<file path="src/hw/rtl/plu_pkg.sv">
`timescale 1ns / 1ps

package plu_pkg;

    // Field widths
    localparam int DT_W      = 16;
    localparam int COORD_W   = 32;
    localparam int LIFE_W    = 24;
    localparam int SCALE_W   = 16;
    localparam int CHAN_W    = 8;
    localparam int CFG_W     = 24;
    localparam int CFG_IDX_W = 3;

    // Stream payload widths
    localparam int S_TDATA_W = 328;
    localparam int M_TDATA_W = 144;

    // Interpolation lanes: scale, red, green, blue, opacity
    localparam int LANES   = 5;
    localparam int LERP_W  = SCALE_W + 1;
    localparam int LN_SCALE = 0;
    localparam int LN_RED   = 1;
    localparam int LN_GREEN = 2;
    localparam int LN_BLUE  = 3;
    localparam int LN_ALPHA = 4;

    // Item kinds
    localparam logic OP_TICK  = 1'b0;
    localparam logic OP_SPAWN = 1'b1;

    // Register indexes
    localparam logic [CFG_IDX_W-1:0] REG_INIT_SCALE = CFG_IDX_W'(0);
    localparam logic [CFG_IDX_W-1:0] REG_FINAL_SCALE = CFG_IDX_W'(1);
    localparam logic [CFG_IDX_W-1:0] REG_INIT_COLOR = CFG_IDX_W'(2);
    localparam logic [CFG_IDX_W-1:0] REG_FINAL_COLOR = CFG_IDX_W'(3);
    localparam logic [CFG_IDX_W-1:0] REG_INIT_ALPHA = CFG_IDX_W'(4);
    localparam logic [CFG_IDX_W-1:0] REG_FINAL_ALPHA = CFG_IDX_W'(5);

    // Register reset values
    localparam logic [SCALE_W-1:0]  RST_INIT_SCALE  = 16'h0100;
    localparam logic [SCALE_W-1:0]  RST_FINAL_SCALE = 16'h0100;
    localparam logic [3*CHAN_W-1:0] RST_INIT_COLOR  = 24'hFFFFFF;
    localparam logic [3*CHAN_W-1:0] RST_FINAL_COLOR = 24'hFFFFFF;
    localparam logic [CHAN_W-1:0]   RST_INIT_ALPHA  = 8'hFF;
    localparam logic [CHAN_W-1:0]   RST_FINAL_ALPHA = 8'h00;

    typedef logic signed [COORD_W-1:0] t_coord;
    typedef logic [LIFE_W-1:0]         t_life;

endpackage

</file>
<file path="src/hw/rtl/particle_lifetime_update.sv">
`timescale 1ns / 1ps

// Single-particle lifetime update with linear fade of scale, color and opacity.
// Input stream: s_axis_tuser selects tick (0) or spawn (1); a spawn loads the
// life span, position and velocity, a tick ages the particle by delta_time and,
// while it stays alive, moves it one Euler step under the given force.
// Output stream: one result per input transfer, alive flag in m_axis_tuser,
// position, scale, RGB and opacity in m_axis_tdata; all zero when dead.
// Config port: i_cfg_we/i_cfg_idx/i_cfg_data write the fade endpoints; write
// only while no item is in flight.
// Flow: one item at a time; the input stays closed from a transfer until its
// result moves into the output register. The work is done by the bit-serial
// shift-and-add multipliers, one delta_time bit per cycle, and the restoring
// divider for the life fraction, whose quotient bits feed the fade multipliers
// one bit per cycle.
// Stall: the result sits in an output register; the next item is taken
// meanwhile and waits in its last step until that register frees up.
// Reset (synchronous): kills the particle, clears position, velocity and life,
// and restores the config registers to their defaults.
module particle_lifetime_update #(
    parameter int FRACTION_BITS = 16
) (
    input  logic                          i_clk,
    input  logic                          i_rst_n,
    input  logic                          s_axis_tvalid,
    output logic                          s_axis_tready,
    // delta_time[15:0], force_x, force_y, force_z, life_span[23:0],
    // pos_x, pos_y, pos_z, vel_x, vel_y, vel_z
    input  logic [plu_pkg::S_TDATA_W-1:0] s_axis_tdata,
    // op
    input  logic                          s_axis_tuser,
    output logic                          m_axis_tvalid,
    input  logic                          m_axis_tready,
    // out_pos_x, out_pos_y, out_pos_z, scale[15:0], red, green, blue, opacity
    output logic [plu_pkg::M_TDATA_W-1:0] m_axis_tdata,
    // alive
    output logic                          m_axis_tuser,
    input  logic                          i_cfg_we,
    input  logic [plu_pkg::CFG_IDX_W-1:0] i_cfg_idx,
    input  logic [plu_pkg::CFG_W-1:0]     i_cfg_data
);

    localparam int CW     = plu_pkg::COORD_W;
    localparam int DW     = plu_pkg::DT_W;
    localparam int LW     = plu_pkg::LIFE_W;
    localparam int MUL_W  = CW + DW;
    localparam int SUM_W  = MUL_W + 1;
    localparam int T_W    = FRACTION_BITS + 1;
    localparam int ACC_W  = plu_pkg::LERP_W + T_W;
    localparam int STEPS  = (T_W > DW) ? T_W : DW;
    localparam int CNT_W  = $clog2(STEPS);

    localparam int OFF_DT   = 0;
    localparam int OFF_FRC  = OFF_DT + DW;
    localparam int OFF_LIFE = OFF_FRC + 3 * CW;
    localparam int OFF_POS  = OFF_LIFE + LW;
    localparam int OFF_VEL  = OFF_POS + 3 * CW;

    localparam logic [1:0] ST_IDLE = 2'd0;
    localparam logic [1:0] ST_CALC = 2'd1;
    localparam logic [1:0] ST_DONE = 2'd2;

    localparam logic signed [SUM_W-1:0] C_MAX =
        {{(SUM_W-CW+1){1'b0}}, {(CW-1){1'b1}}};
    localparam logic signed [SUM_W-1:0] C_MIN =
        {{(SUM_W-CW+1){1'b1}}, {(CW-1){1'b0}}};

    // Saturating add of a scaled product onto a coordinate
    function automatic plu_pkg::t_coord sat_add(plu_pkg::t_coord base,
                                                logic signed [MUL_W-1:0] prod);
        logic signed [MUL_W-1:0] shifted;
        logic signed [SUM_W-1:0] sum;
        shifted = prod >>> FRACTION_BITS;
        sum = $signed({shifted[MUL_W-1], shifted})
            + $signed({{(SUM_W-CW){base[CW-1]}}, base});
        if (sum > C_MAX) begin
            sum = C_MAX;
        end else if (sum < C_MIN) begin
            sum = C_MIN;
        end
        return sum[CW-1:0];
    endfunction

    // Control and state registers
    logic [1:0]                 r_state;
    logic [CNT_W-1:0]           r_cnt;
    logic                       r_live;
    logic                       r_is_tick;
    plu_pkg::t_life             r_rem;
    plu_pkg::t_life             r_tot;
    plu_pkg::t_coord            r_pos [3];
    plu_pkg::t_coord            r_vel [3];
    logic                       r_out_valid;

    logic [plu_pkg::SCALE_W-1:0]  r_cfg_init_scale;
    logic [plu_pkg::SCALE_W-1:0]  r_cfg_final_scale;
    logic [3*plu_pkg::CHAN_W-1:0] r_cfg_init_color;
    logic [3*plu_pkg::CHAN_W-1:0] r_cfg_final_color;
    logic [plu_pkg::CHAN_W-1:0]   r_cfg_init_alpha;
    logic [plu_pkg::CHAN_W-1:0]   r_cfg_final_alpha;

    // Datapath registers
    logic [DW-1:0]              r_dt;
    plu_pkg::t_coord            r_frc [3];
    logic signed [MUL_W-1:0]    r_mp [3];
    logic signed [MUL_W-1:0]    r_mv [3];
    logic                       r_t_one;
    logic                       r_div_en;
    plu_pkg::t_life             r_div_rem;
    logic signed [ACC_W-1:0]    r_lacc [plu_pkg::LANES];
    logic                       r_out_alive;
    logic [plu_pkg::M_TDATA_W-1:0] r_out_data;

    // Combinational nets
    logic                       w_accept;
    logic                       w_load;
    logic                       w_op;
    logic [DW-1:0]              w_in_dt;
    plu_pkg::t_life             w_in_life;
    plu_pkg::t_coord            w_in_frc [3];
    plu_pkg::t_coord            w_in_pos [3];
    plu_pkg::t_coord            w_in_vel [3];
    plu_pkg::t_life             w_rem_tick;
    plu_pkg::t_life             w_new_rem;
    plu_pkg::t_life             w_new_tot;
    logic                       w_new_live;
    logic                       w_new_t_one;
    logic                       w_mul_en;
    logic                       w_div_step;
    logic                       w_lerp_en;
    logic [LW:0]                w_div_sh;
    logic                       w_div_ge;
    plu_pkg::t_life             w_div_nxt;
    logic                       w_tbit;
    plu_pkg::t_coord            w_pos_nxt [3];
    plu_pkg::t_coord            w_vel_nxt [3];
    plu_pkg::t_coord            w_pos_res [3];
    logic [plu_pkg::SCALE_W-1:0] w_la [plu_pkg::LANES];
    logic [plu_pkg::SCALE_W-1:0] w_lb [plu_pkg::LANES];
    logic signed [plu_pkg::LERP_W-1:0] w_ld [plu_pkg::LANES];
    logic signed [ACC_W-1:0]    w_lsum [plu_pkg::LANES];
    logic [plu_pkg::SCALE_W-1:0] w_lres [plu_pkg::LANES];
    logic [plu_pkg::M_TDATA_W-1:0] w_out_data;

    assign s_axis_tready = (r_state == ST_IDLE);
    assign w_accept      = s_axis_tvalid && s_axis_tready;
    assign w_load        = (r_state == ST_DONE) && (!r_out_valid || m_axis_tready);
    assign m_axis_tvalid = r_out_valid;
    assign m_axis_tdata  = r_out_data;
    assign m_axis_tuser  = r_out_alive;

    // Unpack the input transfer
    always_comb begin
        w_op      = s_axis_tuser;
        w_in_dt   = s_axis_tdata[OFF_DT +: DW];
        w_in_life = s_axis_tdata[OFF_LIFE +: LW];
        for (int i = 0; i < 3; i++) begin
            w_in_frc[i] = s_axis_tdata[OFF_FRC + i*CW +: CW];
            w_in_pos[i] = s_axis_tdata[OFF_POS + i*CW +: CW];
            w_in_vel[i] = s_axis_tdata[OFF_VEL + i*CW +: CW];
        end
    end

    // Life bookkeeping at transfer time
    always_comb begin
        w_rem_tick  = (r_rem > LW'(w_in_dt)) ? (r_rem - LW'(w_in_dt)) : '0;
        w_new_rem   = (w_op == plu_pkg::OP_SPAWN) ? w_in_life : w_rem_tick;
        w_new_tot   = (w_op == plu_pkg::OP_SPAWN) ? w_in_life : r_tot;
        w_new_live  = (w_op == plu_pkg::OP_SPAWN) || (w_rem_tick != '0);
        w_new_t_one = (w_new_tot == '0) || (w_new_rem == '0);
    end

    // Step enables for the serial units
    assign w_mul_en   = (r_cnt <= CNT_W'(DW - 1));
    assign w_lerp_en  = (r_cnt <= CNT_W'(T_W - 1));
    assign w_div_step = (r_cnt != '0) && (r_cnt <= CNT_W'(FRACTION_BITS));

    // Restoring divider, one quotient bit per cycle
    always_comb begin
        w_div_sh  = {r_div_rem, 1'b0};
        w_div_ge  = (w_div_sh >= {1'b0, r_tot});
        w_div_nxt = w_div_ge ? LW'(w_div_sh - {1'b0, r_tot}) : w_div_sh[LW-1:0];
        w_tbit    = (r_cnt == '0) ? r_t_one : (r_div_en && w_div_ge);
    end

    // Fade endpoints and differences
    always_comb begin
        w_la[plu_pkg::LN_SCALE] = r_cfg_init_scale;
        w_lb[plu_pkg::LN_SCALE] = r_cfg_final_scale;
        w_la[plu_pkg::LN_RED]   = {8'd0, r_cfg_init_color[23:16]};
        w_lb[plu_pkg::LN_RED]   = {8'd0, r_cfg_final_color[23:16]};
        w_la[plu_pkg::LN_GREEN] = {8'd0, r_cfg_init_color[15:8]};
        w_lb[plu_pkg::LN_GREEN] = {8'd0, r_cfg_final_color[15:8]};
        w_la[plu_pkg::LN_BLUE]  = {8'd0, r_cfg_init_color[7:0]};
        w_lb[plu_pkg::LN_BLUE]  = {8'd0, r_cfg_final_color[7:0]};
        w_la[plu_pkg::LN_ALPHA] = {8'd0, r_cfg_init_alpha};
        w_lb[plu_pkg::LN_ALPHA] = {8'd0, r_cfg_final_alpha};
        for (int j = 0; j < plu_pkg::LANES; j++) begin
            w_ld[j]   = $signed({1'b0, w_lb[j]}) - $signed({1'b0, w_la[j]});
            w_lsum[j] = $signed({{(ACC_W-plu_pkg::SCALE_W){1'b0}}, w_la[j]})
                      + (r_lacc[j] >>> FRACTION_BITS);
            w_lres[j] = w_lsum[j][plu_pkg::SCALE_W-1:0];
        end
    end

    // Euler step results
    always_comb begin
        for (int i = 0; i < 3; i++) begin
            w_pos_nxt[i] = sat_add(r_pos[i], r_mp[i]);
            w_vel_nxt[i] = sat_add(r_vel[i], r_mv[i]);
            w_pos_res[i] = r_is_tick ? w_pos_nxt[i] : r_pos[i];
        end
    end

    // Result packing, zero when dead
    always_comb begin
        w_out_data = {w_lres[plu_pkg::LN_ALPHA][plu_pkg::CHAN_W-1:0],
                      w_lres[plu_pkg::LN_BLUE][plu_pkg::CHAN_W-1:0],
                      w_lres[plu_pkg::LN_GREEN][plu_pkg::CHAN_W-1:0],
                      w_lres[plu_pkg::LN_RED][plu_pkg::CHAN_W-1:0],
                      w_lres[plu_pkg::LN_SCALE],
                      w_pos_res[2], w_pos_res[1], w_pos_res[0]};
        if (!r_live) begin
            w_out_data = '0;
        end
    end

    // Sequencer, particle state and config registers
    always_ff @(posedge i_clk) begin
        if (!i_rst_n) begin
            r_state           <= ST_IDLE;
            r_cnt             <= '0;
            r_live            <= 1'b0;
            r_is_tick         <= 1'b0;
            r_rem             <= '0;
            r_tot             <= '0;
            r_out_valid       <= 1'b0;
            r_cfg_init_scale  <= plu_pkg::RST_INIT_SCALE;
            r_cfg_final_scale <= plu_pkg::RST_FINAL_SCALE;
            r_cfg_init_color  <= plu_pkg::RST_INIT_COLOR;
            r_cfg_final_color <= plu_pkg::RST_FINAL_COLOR;
            r_cfg_init_alpha  <= plu_pkg::RST_INIT_ALPHA;
            r_cfg_final_alpha <= plu_pkg::RST_FINAL_ALPHA;
            for (int i = 0; i < 3; i++) begin
                r_pos[i] <= '0;
                r_vel[i] <= '0;
            end
        end else begin
            // config writes
            if (i_cfg_we) begin
                unique case (i_cfg_idx)
                    plu_pkg::REG_INIT_SCALE:  r_cfg_init_scale  <= i_cfg_data[15:0];
                    plu_pkg::REG_FINAL_SCALE: r_cfg_final_scale <= i_cfg_data[15:0];
                    plu_pkg::REG_INIT_COLOR:  r_cfg_init_color  <= i_cfg_data;
                    plu_pkg::REG_FINAL_COLOR: r_cfg_final_color <= i_cfg_data;
                    plu_pkg::REG_INIT_ALPHA:  r_cfg_init_alpha  <= i_cfg_data[7:0];
                    plu_pkg::REG_FINAL_ALPHA: r_cfg_final_alpha <= i_cfg_data[7:0];
                    default: ;
                endcase
            end

            // output register fills with a finished item or drains on transfer
            if (w_load) begin
                r_out_valid <= 1'b1;
            end else if (r_out_valid && m_axis_tready) begin
                r_out_valid <= 1'b0;
            end

            unique case (r_state)
                ST_IDLE: begin
                    if (w_accept) begin
                        r_rem     <= w_new_rem;
                        r_tot     <= w_new_tot;
                        r_live    <= w_new_live;
                        r_is_tick <= (w_op == plu_pkg::OP_TICK);
                        r_cnt     <= '0;
                        r_state   <= ST_CALC;
                        if (w_op == plu_pkg::OP_SPAWN) begin
                            for (int i = 0; i < 3; i++) begin
                                r_pos[i] <= w_in_pos[i];
                                r_vel[i] <= w_in_vel[i];
                            end
                        end
                    end
                end
                ST_CALC: begin
                    r_cnt <= r_cnt + CNT_W'(1);
                    if (r_cnt == CNT_W'(STEPS - 1)) begin
                        r_state <= ST_DONE;
                    end
                end
                ST_DONE: begin
                    if (w_load) begin
                        r_state <= ST_IDLE;
                        if (r_is_tick && r_live) begin
                            for (int i = 0; i < 3; i++) begin
                                r_pos[i] <= w_pos_nxt[i];
                                r_vel[i] <= w_vel_nxt[i];
                            end
                        end
                    end
                end
                default: begin
                    r_state <= ST_IDLE;
                end
            endcase
        end
    end

    // Serial multipliers, divider and output payload
    always_ff @(posedge i_clk) begin
        if (w_accept) begin
            r_dt      <= w_in_dt;
            r_t_one   <= w_new_t_one;
            r_div_en  <= !w_new_t_one && (w_new_rem < w_new_tot);
            r_div_rem <= w_new_tot - w_new_rem;
            for (int i = 0; i < 3; i++) begin
                r_frc[i] <= w_in_frc[i];
                r_mp[i]  <= '0;
                r_mv[i]  <= '0;
            end
            for (int j = 0; j < plu_pkg::LANES; j++) begin
                r_lacc[j] <= '0;
            end
        end else if (r_state == ST_CALC) begin
            // shift-and-add over delta_time, MSB first
            if (w_mul_en) begin
                r_dt <= {r_dt[DW-2:0], 1'b0};
                for (int i = 0; i < 3; i++) begin
                    r_mp[i] <= (r_mp[i] <<< 1)
                             + (r_dt[DW-1] ? $signed({{(MUL_W-CW){r_vel[i][CW-1]}}, r_vel[i]})
                                           : $signed(MUL_W'(0)));
                    r_mv[i] <= (r_mv[i] <<< 1)
                             + (r_dt[DW-1] ? $signed({{(MUL_W-CW){r_frc[i][CW-1]}}, r_frc[i]})
                                           : $signed(MUL_W'(0)));
                end
            end
            if (w_div_step) begin
                r_div_rem <= w_div_nxt;
            end
            // fade lanes take the life fraction one bit per cycle, MSB first
            if (w_lerp_en) begin
                for (int j = 0; j < plu_pkg::LANES; j++) begin
                    r_lacc[j] <= (r_lacc[j] <<< 1)
                               + (w_tbit ? $signed({{(ACC_W-plu_pkg::LERP_W){w_ld[j][plu_pkg::LERP_W-1]}},
                                                    w_ld[j]})
                                         : $signed(ACC_W'(0)));
                end
            end
        end
        if (w_load) begin
            r_out_alive <= r_live;
            r_out_data  <= w_out_data;
        end
    end

endmodule

</file>
<file path="config.mk">
export PLATFORM = sky130hd
export DESIGN_NAME = particle_lifetime_update
export DESIGN_NICKNAME = d
export VERILOG_FILES = /design/src/hw/rtl/plu_pkg.sv /design/src/hw/rtl/particle_lifetime_update.sv
export SDC_FILE = /design/constraint.sdc
export NUM_CORES = 2
export LEC_CHECK = 0
export BUFFER_PORTS_ARGS = -buffer_cell sky130_fd_sc_hd__buf_2
export CAP_MARGIN = 40
export CORE_UTILIZATION = 25
export DETAILED_ROUTE_END_ITERATION = 6
export GPL_ROUTABILITY_DRIVEN = 0
export PLACE_DENSITY = 0.46
export SYNTH_ARGS = -nofsm -noshare
export SYNTH_HDL_FRONTEND = slang
export SYNTH_SLANG_ARGS = --single-unit
export TNS_END_PERCENT = 50
</file>
<file path="constraint.sdc">
create_clock -name i_clk -period 24.6 [get_ports i_clk]
set_clock_uncertainty 0.15 [all_clocks]
set_input_delay 3.69 -clock i_clk [delete_from_list [all_inputs] [get_ports i_clk]]
set_output_delay 3.69 -clock i_clk [all_outputs]
set_load 0.05 [all_outputs]
</file>
==> reports/metrics.cfg <==
[drt]
wirelength_um=264000
drc=0
num_vias=64300
wl_per_cell_um=20.3
drt_iter0_markers=4446
ant_nets=0
vias_per_cell=4.94
drtPass1Iterations=5

[logic_synthesis]
ys_top_cells_by_area=edfxtp_1 (35%), ha_1 (12%), a21oi_1 (4.2%)
synthesis.area_um2=77400
async_reset_ff_frac=0
synth_top_area_share=0.346
synth_area_leader_cell=edfxtp_1
syn_area_per_cell_um2=9.30
synth_edf_count=891
netlist_instances=8316
yosys_warnings=0
ys_ff_latch=1045
yosysUniqueCellTypes=108
synth_fp_nets=9454
synth-main-ff-cell=edfxtp_1
yosysSeqAreaShare=0.386

[setup_path]
r2r_start=r_tot[1]$_SDFFE_PN0P_
worstPathArrival_ns=9.46
critPathLaunch=s_axis_tdata[0]
end_kind=register
cp_data_required_time_ns=24.98
crit_path_max_fanout=7
start_kind=input port
path_class=input port to register

[timing]
hold_viol=0
setup_viol=0
rsz0062_at_grt=false
tns_ns=0
finalWorstSetupSlack_ns=15.52
period_share=0.369
max_slew_margin=0.326
maxSlewViolCount=0
fmax_ghz=0.110
tightest_slew_ns=1.01
finalCriticalPeriod_ns=9.08

[floorplan]
io_pins=508
die_h_um=558
row_count=203
core_area_um2=307000
die-area_um2=312000
start_util=0.252
die_w_um=558

[clock_network]
path_clk_slew_ns=0.06
htree_levels=4
numCtsBuffers=149
cts.repair.resized=0
clock_sinks=1045
cts_tree=built
root_buffer=clkbuf_16
clk_latency_ns=0.84
post_cts_buffers=0
cts.path.max_buffers=4
postCtsHoldBufs=0

[global_routing]
grt_start_max_net_pins=132
grt_use_total=0.163
antenna_found_initial=85
grt_pass1_vias=62600
grt-ovfl-total=0
grt_pass1_wl_um=391000

[min_path]
worstHoldStart=r_cfg_final_color[19]$_SDFFE_PN1P_
min_path_type=register to register

[pwr]
leakagePower_nw=38.4
ir_worst_vdd_uv=48.3
p_per_area_nw_per_um2=75.0

[placed_design]
post-place-ws_ns=14.86
place_area_um2=84900
dp_hpwl_um=201000
port_buffers=507

[finish]
final_common_cell=edfxtp_1
mostFrequentLayoutCells=edfxtp_1 (891), nand2_1 (791), nor2_1 (788)
drive_above_1_share=0.105
final_area_um2=89900
final_nets=9893
syn2layout_area_growth_pct=16.2

[job]
max_cap_viol_count=0

[outcome]
status=finished clean

## critical path, cell delays in order
cell and delay [ns]:
buf_2 0.20, ha_1 0.26, inv_1 0.07, fa_1 0.22, a211oi_1 0.11, o211ai_1 0.29, nand2_1 0.22, o211ai_1 0.57
a21boi_2 0.16, or2_2 0.36, o21ai_0 0.29, ha_1 0.24, inv_1 0.06, fa_1 0.39, a21o_1 0.19, a21oi_1 0.20
nand2b_1 0.21, a211o_1 0.21, a31oi_1 0.13, o41ai_1 0.42, o21ai_0 0.28, a21o_1 0.23, a21oi_1 0.18, mux2i_1 0.10
and3_1 0.18
## logic make-up after synthesis
family,share of synthesized area
adders and majority gates,0.132
DFF,0.386
xor gates and xnor gates,0.0678
muxes,0.00401
and+or+nand+nor,0.168
AOI/OAI and AO/OA,0.211
buffers and inverters,0.0312
## metal layers
metal,vias to the layer above,part of all wire,track usage
li1,31500,-,-
met3,382,0.053,0.0282
met2,1490,0.45,0.261
met5,-,0.0011,0
met1,30800,0.46,0.219
met4,48,0.035,0.0567
## flip-flops by register name, indices dropped and copies added, names as in the netlist, 96 cells and up
register and cells:
m_axis_tdata 144, r_mp 144, r_mv 144, r_lacc 128, r_frc 96, r_pos 96
r_vel 96
## power breakdown
group | leakage (nW) | internal (mW) | switching [mW]
clock network | 2.41 | 1.33 | 0.911
logic | 25.7 | 0.892 | 1.35
registers | 10.3 | 2.14 | 0.117
## final timing paths
check,end,cells after the start,slack (ns)
setup / recovery,r_div_rem[22]$_DFFE_PP_,25,15.52
hold / removal,r_cfg_final_color[19]$_SDFFE_PN1P_,2,0.32
setup reg to reg,r_lacc[0][31]$_SDFFCE_PN0P_,25,17.35
hold reg to reg,r_cfg_final_color[19]$_SDFFE_PN1P_,2,0.32
## through the flow
step | total power [mW] | instances | util | hold WS, ns
final | 6.74 | 13000 | 0.293 | 0.323
after global routing | 7.15 | 13000 | 0.293 | 0.339
after CTS | 6.83 | 13000 | 0.293 | 0.322
after detailed placement | 4.53 | 12700 | 0.277 | 0.312
after global placement | 4.49 | 12700 | 0.275 | 0.307
after floorplan | 3.94 | 8316 | - | 0.293
## synth_stat cells, types with 74 or more instances
master,n
o21ai_0,521
nor3_1,175
nand2_1,794
o21bai_1,101
dfxtp_1,154
and3_1,74
ha_1,747
edfxtp_1,891
and2_1,252
a211oi_1,90
clkbuf_1,250
nand3_1,185
nor2_1,795
nand2b_1,110
nor2b_1,107
inv_1,325
a21o_1,376
xnor2_1,326
a21oi_1,643
o21a_1,87
xor2_1,257
## cell type report
| class | instances | area [µm²] |
|---|---|---|
| fillers | 32500 | 217000 |
| multi-input cells | 6644 | 45200 |
| flip-flops and latches | 1045 | 29800 |
| well taps | 4100 | 5130 |
| clock buffers | 181 | 4050 |
| repair buffers | 588 | 3490 |
| inverters | 327 | 1240 |
| clock inverters | 83 | 875 |
| diodes | 30 | 75.1 |
Note: power is estimated with default switching activity, not from simulation.
